<file path="config.mk">
export PLATFORM = sky130hd
export DESIGN_NAME = rcbpa_queue
export DESIGN_NICKNAME = d
export VERILOG_FILES = /design/src/design/refcounted_block_pool_allocator_macros.svh /design/src/design/rcbpa_pkg.sv /design/src/design/rcbpa_queue.sv
export SDC_FILE = /design/constraint.sdc
export NUM_CORES = 1
export LEC_CHECK = 0
export CAP_MARGIN = 5
export CORE_ASPECT_RATIO = 1.4
export CORE_UTILIZATION = 26
export CTS_CLUSTER_DIAMETER = 30
export DETAILED_ROUTE_END_ITERATION = 16
export DONT_BUFFER_PORTS = 1
export PLACE_DENSITY = 0.39
export RECOVER_POWER = 50
export SETUP_SLACK_MARGIN = 0.3
export SLEW_MARGIN = 20
export SYNTH_ARGS = -nofsm -noshare
export SYNTH_HDL_FRONTEND = slang
export SYNTH_SLANG_ARGS = --single-unit
</file>
<file path="constraint.sdc">
create_clock -name clk -period 3.1 [get_ports clk]
set_input_delay 0.31 -clock clk [delete_from_list [all_inputs] [get_ports clk]]
set_output_delay 0.31 -clock clk [all_outputs]
set_load 0.1 [all_outputs]
</file>
<file path="src/design/refcounted_block_pool_allocator_macros.svh">
// Assertion helpers for the block pool allocator.
`ifndef REFCOUNTED_BLOCK_POOL_ALLOCATOR_MACROS_SVH
`define REFCOUNTED_BLOCK_POOL_ALLOCATOR_MACROS_SVH

`ifndef ASSERT_OFF
// Same-cycle implication, reset-qualified.
`define RCBPA_ASSERT_NOW(label, ck, rn, ante, cons, msg) \
    label: assert property (@(posedge ck) disable iff (!rn) (ante) |-> (cons)) \
        else $error(msg);
// Next-cycle implication, reset-qualified.
`define RCBPA_ASSERT_NEXT(label, ck, rn, ante, cons, msg) \
    label: assert property (@(posedge ck) disable iff (!rn) (ante) |=> (cons)) \
        else $error(msg);
`else
`define RCBPA_ASSERT_NOW(label, ck, rn, ante, cons, msg)
`define RCBPA_ASSERT_NEXT(label, ck, rn, ante, cons, msg)
`endif

`endif

</file>
<file path="src/design/rcbpa_pkg.sv">
package rcbpa_pkg;

    localparam int NUM_BLOCKS_DEFAULT  = 256;
    localparam int COUNT_WIDTH_DEFAULT = 16;

    // Command queue between front and back
    localparam int QUEUE_DEPTH = 2;
    localparam int QPTR_W      = $clog2(QUEUE_DEPTH);
    localparam int QCNT_W      = $clog2(QUEUE_DEPTH + 1);

    localparam logic [1:0] OP_ALLOC   = 2'd0;
    localparam logic [1:0] OP_RELEASE = 2'd1;
    localparam logic [1:0] OP_RETAIN  = 2'd2;

    localparam logic [1:0] STATUS_OK        = 2'd0;
    localparam logic [1:0] STATUS_EMPTY     = 2'd1;
    localparam logic [1:0] STATUS_INVALID   = 2'd2;
    localparam logic [1:0] STATUS_SATURATED = 2'd3;

    typedef struct packed {
        logic [1:0]  operation;
        logic [63:0] owner_id;
        logic [7:0]  block_index;
    } request_t;

    typedef struct packed {
        logic [7:0]  result_index;
        logic [1:0]  status;
        logic        became_free;
        logic [8:0]  free_count;
        logic [63:0] access_stamp;
    } response_t;

    typedef enum logic [1:0] {
        KIND_ALLOC   = 2'd0,
        KIND_RELEASE = 2'd1,
        KIND_RETAIN  = 2'd2,
        KIND_REJECT  = 2'd3
    } kind_t;

    typedef struct packed {
        kind_t      kind;
        logic [7:0] block_index;
    } cmd_t;

    typedef struct packed {
        logic full;
        logic empty;
    } queue_status_t;

endpackage

</file>
<file path="src/design/rcbpa_queue.sv">
module rcbpa_queue (
    input  logic                     clk,
    input  logic                     rst_n,
    input  logic                     push,
    input  rcbpa_pkg::cmd_t          push_cmd,
    input  logic                     pop,
    output rcbpa_pkg::cmd_t          head,
    output rcbpa_pkg::queue_status_t q_stat
);

    localparam logic [rcbpa_pkg::QPTR_W-1:0] PTR_LAST =
        rcbpa_pkg::QPTR_W'(rcbpa_pkg::QUEUE_DEPTH - 1);
    localparam logic [rcbpa_pkg::QCNT_W-1:0] CNT_FULL =
        rcbpa_pkg::QCNT_W'(rcbpa_pkg::QUEUE_DEPTH);

    rcbpa_pkg::cmd_t                slot_reg [rcbpa_pkg::QUEUE_DEPTH];
    logic [rcbpa_pkg::QPTR_W-1:0]   wr_ptr_reg, wr_ptr_next;
    logic [rcbpa_pkg::QPTR_W-1:0]   rd_ptr_reg, rd_ptr_next;
    logic [rcbpa_pkg::QCNT_W-1:0]   count_reg, count_next;

    assign q_stat.full  = (count_reg == CNT_FULL);
    assign q_stat.empty = (count_reg == '0);
    assign head         = slot_reg[rd_ptr_reg];

    always_comb
    begin
        wr_ptr_next = wr_ptr_reg;
        rd_ptr_next = rd_ptr_reg;
        count_next  = count_reg;
        if (push)
        begin
            wr_ptr_next = (wr_ptr_reg == PTR_LAST) ? '0 : wr_ptr_reg + 1'b1;
        end
        if (pop)
        begin
            rd_ptr_next = (rd_ptr_reg == PTR_LAST) ? '0 : rd_ptr_reg + 1'b1;
        end
        if (push && !pop)
        begin
            count_next = count_reg + 1'b1;
        end
        else if (pop && !push)
        begin
            count_next = count_reg - 1'b1;
        end
    end

    always_ff @(posedge clk or negedge rst_n)
    begin
        if (!rst_n)
        begin
            wr_ptr_reg <= '0;
            rd_ptr_reg <= '0;
            count_reg  <= '0;
        end
        else
        begin
            wr_ptr_reg <= wr_ptr_next;
            rd_ptr_reg <= rd_ptr_next;
            count_reg  <= count_next;
        end
    end

    always_ff @(posedge clk)
    begin
        if (push)
        begin
            slot_reg[wr_ptr_reg] <= push_cmd;
        end
    end

endmodule

</file>
==> results.md, run 1 <==
- The floorplan has 25 rows.
- The routing usage on met1 is 0.0635.
- The top cell types in the final layout, fill and taps aside, are edfxtp_1 (20), mux2_4 (9), xor2_1 (4), dfrtp_1 (4), clkbuf_8 (3).
- The count of synthesis-stage warnings from yosys is 0.
- The count of input and output buffers is 0.
- After clock tree synthesis, the clock-pin slew on the worst setup and hold paths is 0.08 ns.
- The number of filler instances in the final layout is 353.
- The DRC violation total after the first TritonRoute iteration is 1.
- Prior to clock tree synthesis, the placed netlist has a worst setup slack of 1.36 ns.
- CTS built an H-tree with a depth of 1.
- The number of global-route vias before repair is 432.
- The routed layout has 380 vias.
- The maximum number of pins on one net before global-route repair is 14.
- The number of iterations in the first detailed-routing pass is 4.
- Setup repair after global routing left no endpoint under its margin.
- The most common cell after layout, fill and taps aside is edfxtp_1.
- The register with the most flip-flops in the layout has 20 of them.
- The antenna diode count is 0.
- A synthesized cell averages 20.2 µm².
- In the routed design, unresolved DRC markers number 0.
- Ranked by total cell area, the synthesized netlist is headed by edfxtp_1 (63%), mux2_4 (14%), dfrtp_1 (11%).
- The CTS buffer count is 3.
- The number of slew-limit violations in the final report is 0.
- The wire-length estimate of the detail-placed layout is 1010 µm.
- The unique cell type count in the Yosys netlist is 13.
- The sequential fraction of the synthesis area is 0.740.
- The layer carrying the most global-route usage is met2.
- Of the post-synthesis cell area, the dominant cell type holds 0.634.
- The maximum fanout encountered on the critical timing path is 11.
- The width of the die is 53.0 µm.
- The flow ran to the end, and the final reports show no timing, DRC or antenna violations.
- The critical path goes through mux2_2.
- The initial utilization of the core area, before any placement, comes to 0.275.
- The total length of routed wires is 1410 µm.
- The clock tree buffer depth is 2.
- For the pin with the worst max-slew slack, the measured transition is 1.05 ns.
- The initial antenna violation count is 0.
- Clock skew on the completed layout was measured at 0.00204 ns.
- The root buffer cell is clkbuf_8.
- The number of nets in the layout is 67.
- Together, buffers and inverters on the worst path number 0.
- The total count of hold-check failures in the final report is 0.
- The synthesized flop and latch total is 24.
- The gate count after technology mapping is 47.
- Dividing the final minimum period by the clock period gives 0.637.
- The total congestion overflow after global routing is 0.
- The total core area is 3440 µm².
- The class of the tightest hold or removal check is input pin to flip-flop.
- The die covers 3890 µm².
- STA classifies the critical path endpoint as an output port.
- Setup violations remaining at the end of the flow were counted as 0.
- For met3 alone, demand over resource in global routing was 0.0352.
- The delay contributed by the slowest stage of the critical path is 0.77 ns.
- The slowest cell on the critical path is dfrtp_1.
- At the worst endpoint, the arrival time is 1.66 ns.
- Measured along the y axis, the die boundary spans 73.4 µm.
- The most critical setup path has its startpoint at rd_ptr_reg.
- Synthesis produced a netlist with a net count of 62.
- The kind of cell with the highest combined delay along the critical path is flip-flops.
- The first-pass GRT wire length is 2060 µm.
- The cell type with the largest total area after synthesis is edfxtp_1.
- Derived from the worst setup path, the maximum achievable clock frequency is 506 MHz.
- The mean routed wirelength per cell is 15.5 µm.
- At the end of routability-driven placement, the weighted congestion stood at 0.655.
- The sum of negative setup slack is 0 ns.
- Across all hold checks on the routed design, the worst slack comes to 0.133 ns.
- The hold path startpoint is push.
- The number of resized instances in the post-cts repair step is 0.
- The met2 track demand over resource in global routing is 0.143.
- The detail route stage leaves a number of antenna-violating nets equal to 0.
- For this run, the total global-route usage over all layers was measured as 0.0797.
- For the worst-skew pair, the clock arrives at the later sink with an insertion delay of 0.26 ns.
- The critical setup path kind is flip-flop to output port.
- The proportion of layout cells with a drive suffix above 1 is 0.294.
- In this run the tightest slew margin relative to its limit is 0.298.
- The total number of clock tree sinks is 24.
- Dividing the detail-routed via count by the number of cells gives 4.18.
- TritonCTS built the clock tree.
- The area growth from synthesis to layout is 10.2%.
- The cell area that synthesis handed to floorplanning was 947 µm².
- The required time of the worst setup path is 2.79 ns.
- The type of element launching the critical path is a flip-flop.
- Across all setup checks in the final design, the least slack found is 1.13 ns.
- Subtracting the final worst setup slack from the clock period gives 1.97 ns.
- The startpoint of the worst register-to-register path is wr_ptr_reg.
- Across the run, the number of max-cap violations was 0.
- 26 I/O pins were placed.
[Yosys cell counts]
cell type	count
dfrtp_1	4
buf_6	1
and2b_2	1
and2_1	1
mux2_4	9
mux2_2	1
xnor2_1	1
ha_1	1
nor2_1	2
nor2b_1	1
inv_1	1
xor2_1	4
edfxtp_1	20
[worst paths after layout]
path	to	slack, ns	cells after the start
max in group asynchronous	count_reg[0]	2.62	1
worst max register to register	slot_reg[0][7]	1.58	1
min in group asynchronous	count_reg[1]	0.31	1
worst min register to register	wr_ptr_reg	0.49	1
worst max-delay path	head[5]	1.13	1
worst min-delay path	wr_ptr_reg	0.13	1
[routing by layer]
layer / up-vias / wire length, µm
li1: 178 / -
met1: 186 / 457
met2: 14 / 803
met3: 2 / 123
met4: 0 / 23
met5: - / 0
[per-stage QoR]
stage	cells	util	area, µm²
global placement	86	0.287	988
floorplan	47	-	947
detailed placement	86	0.287	988
finish	91	0.303	1040
CTS	91	0.303	1040
global route	91	0.303	1040
[final cells by class]
cell class | count | area (µm²) | area share
Timing Repair Buffer | 1 | 10.0 | 0.00959
Multi-Input combinational cell | 21 | 234 | 0.224
Tap cell | 40 | 50.0 | 0.0480
Clock buffer | 4 | 45.0 | 0.0432
Inverter | 1 | 3.75 | 0.00360
Sequential cell | 24 | 701 | 0.671
[cells by family after synthesis]
group	share of synthesized area
flip-flops	0.740
multiplexers	0.155
XOR/XNOR	0.0462
AND/OR/NAND/NOR	0.0304
buffers and inverters	0.0158
adder cells (fa/ha/maj)	0.0132
[repair_timing]
item,4_1_cts,5_1_grt
hold buffers,1,0
endpoints found under the hold margin,4,0
buffers inserted,0,0
Power of run 1 is not shown: default switching activity piles up to over one toggle a cycle in this logic, so the estimate is an artifact.
==> inputs of run 2 (changes only) <==
--- a/config.mk
+++ b/config.mk
@@ -11,7 +11,7 @@
 export CTS_CLUSTER_DIAMETER = 30
 export DETAILED_ROUTE_END_ITERATION = 16
 export DONT_BUFFER_PORTS = 1
-export PLACE_DENSITY = 0.39
+export PLACE_DENSITY = 0.41
 export RECOVER_POWER = 50
 export SETUP_SLACK_MARGIN = 0.3
 export SLEW_MARGIN = 20
==> constraint.sdc (replaced) <==
create_clock -name clk -period 1.6 [get_ports clk]
set_input_delay 0.16 -clock clk [delete_from_list [all_inputs] [get_ports clk]]
set_output_delay 0.16 -clock clk [all_outputs]
set_load 0.1 [all_outputs]
==> run 2 against run 1 <==
Critical endpoint unchanged. Die area is the same. Largest cell class unchanged. Setup slack worse by 0.96 ns. Clock skew grew 0.0021 ns. Wire length decreased by 0.57%. Count of clock-buffer cells in the layout unchanged.
==> results.md, run 2 (synthesis gave the netlist of run 1 again) <==
- The sum of negative setup slack was 0 ns (unchanged).
- The clock-pin slew reported for the worst setup and hold paths after clock tree synthesis is 0.08 ns (about the same).
- The class of the tightest hold or removal check is input pin to flip-flop.
- The clock tree buffer depth is 2 (unchanged).
- The flip-flop count of the largest register, all copies and words added was 20 (unchanged).
- The achievable frequency is 695 MHz.
- The post-route antenna net violation count is 0 (unchanged).
- The proportion of layout cells with a drive suffix above 1 is 0.286 (-0.00840).
- The number of standard cells in the final layout excluding fillers is 110 (+21%).
- The total length of routed wires is 1400 µm (-0.57%).
- The startpoint of the worst register-to-register path is wr_ptr_reg.
- The total I/O pin count is 26 (unchanged).
- The signed area change from the synthesized netlist to the final layout is 30.5%.
- The data arrival time of the critical path came to 1.28 ns (-0.38 ns).
- The total core area came to 3440 µm² (unchanged).
- The wire length the detailed router placed on met1 came to 584 µm (+28%).
- The total congestion overflow after global routing is 0 (unchanged).
- The library cell used most frequently in the layout, excluding fill and tap cells, is edfxtp_1.
- The number of slew-limit violations in the final report is 0 (unchanged).
- The total number of clock tree sinks is 24 (unchanged).
- The full die area is 3890 µm² (unchanged).
- Traced cell by cell, the critical path runs through clkbuf_1, mux2_4, buf_12.
- The worst setup path is captured at an output port.
- The number of nets in the layout is 86 (+28%).
- The DRC violation total after the first TritonRoute iteration came to 0 (-1).
- The number of global-route vias before repair is 475 (+10%).
- The first-pass GRT wire length is 2170 µm (+5.0%).
- The worst max-slew margin expressed relative to the limit was 0.602 (+0.305).
- The maximum level of the CTS H-tree is 1 (unchanged).
- The actual slew at the worst max-slew pin is 0.596 ns (-0.456 ns).
- The count of input and output buffers is 0 (unchanged).
- TritonCTS built the clock tree.
- The delay contributed by the slowest stage of the critical path is 0.38 ns (-0.39 ns).
- The clock latency of the later-clocked register in the worst-skew pair is 0.26 ns (about the same).
- The maximum number of pins on one net before global-route repair is 14 (unchanged).
- The maximum fanout encountered on the critical timing path is 2 (-9).
- The vertical die dimension is 73.4 µm (unchanged).
- Setup repair after global routing could not meet its margin everywhere.
- The post-detailed-route DRC marker count came to 0 (unchanged).
- The total count of hold-check failures in the final report came to 0 (unchanged).
- The initial cell density of the core is 0.275 (unchanged).
- The number of iterations in the first detailed-routing pass is 1 (-3).
- The total global routing track utilization was 0.0817 (+0.00195).
- Among all stages on the critical path, the largest delay is contributed by dfrtp_1.
- The period utilization is 0.900.
- The count of maximum capacitance violations was 0 (unchanged).
- The detailed placement HPWL is 942 µm (-6.8%).
- The final weighted congestion in routability-driven placement is 0.581 (-11%).
- The wire length on met3 came to 90 µm (-27%).
- The antenna diode count is 0 (unchanged).
- The routed design could run at a clock period as short as 1.44 ns.
- The setup clock skew after layout is 0.00419 ns (+0.00215 ns).
- The overall via count from detail_route is 451 (+19%).
- The initial antenna violation count is 0 (unchanged).
- The number of placed instances, taps included is 90 (+4.7%).
- The ratio of routed vias to standard cells is 4.10 (-1.8%).
- The mean routed wirelength per cell is 12.7 µm (-18%).
- The worst path setup slack after routing was 0.160 ns (-0.965 ns).
- The library cells used most frequently in the layout, excluding fill and tap cells, are edfxtp_1 (20), dlygate4sd3_1 (13), mux2_4 (10).
- The width of the die is 53.0 µm (unchanged).
- The tree is rooted in a clkbuf_8.
- The highest metal layer used by the detailed router is met4.
- The critical path launch point is rd_ptr_reg.
- The run finished with clean final reports.
- STA classifies the critical path startpoint as a flip-flop.
- The required time of the worst setup path is 1.44 ns (-1.35 ns).
- The routed wire length on met2 is 694 µm (-14%).
- The final instance area came to 1240 µm² (+18%).
- The count of standard-cell rows came to 25 (unchanged).
- The hold path startpoint is push.
- The worst setup slack before clock tree synthesis is 0.355 ns (-1.00 ns).
- The CTS buffer count is 3 (unchanged).
- The area of placed instances is 1040 µm² (+4.8%).
- The critical path is of the flip-flop to output port type.
- The total of endpoints with negative setup slack in the final report is 0 (unchanged).
run 2: changes by cell type in the layout (fill, tap and decap cells not counted), sizes merged:
cell         previous run  this run
dlygate4sd3             1        13
buf                     0         4
clkbuf                  4         7
run 2: what timing repair did:
item / in CTS / in global routing
setup buffers: 2 / 1
endpoints found under the setup margin: 11 / 11
gates resized for setup: 4 / 1
hold buffers: 13 / 0
hold endpoints to repair: 26 / 0
run 2: cell type report:
| cell class | instances | area (µm²) |
|---|---|---|
| fillers | 357 | 2200 |
| inverters | 1 | 3.75 |
| multi-input cells | 21 | 244 |
| well taps | 40 | 50.0 |
| clock buffers | 4 | 45.0 |
| repair buffers | 20 | 191 |
| flip-flops and latches | 24 | 702 |
run 2: critical path: cells and delay by family (launching register included):
family / cells / cell delay [ns]
mux: 1 / 0.32
buf+inv: 2 / 0.32
flops: 1 / 0.38
run 2: stage by stage:
step           hold WS (ns)   util
3_3_place_gp         -0.135  0.301
2_1_floorplan        -0.136      -
4_1_cts               0.138  0.359
5_1_grt               0.139  0.359
3_5_place_dp         -0.135  0.301
6_report              0.143  0.359
run 2: final timing paths:
check,end,slack (ns),cells after the start
setup reg to reg,slot_reg[0][9],0.26,2
min in group asynchronous,count_reg[1],0.16,1
setup / recovery,head[5],0.16,3
hold / removal,count_reg[0],0.14,2
hold reg to reg,wr_ptr_reg,0.49,1
max in group asynchronous,count_reg[0],1.25,1
run 2: metal layers:
metal  GRT usage  vias up
met4      0.0526        0
li1            -      217
met5           0        -
met1      0.0972      213
met3      0.0207        4
met2       0.128       17
Power of run 2 is left out for the same reason.
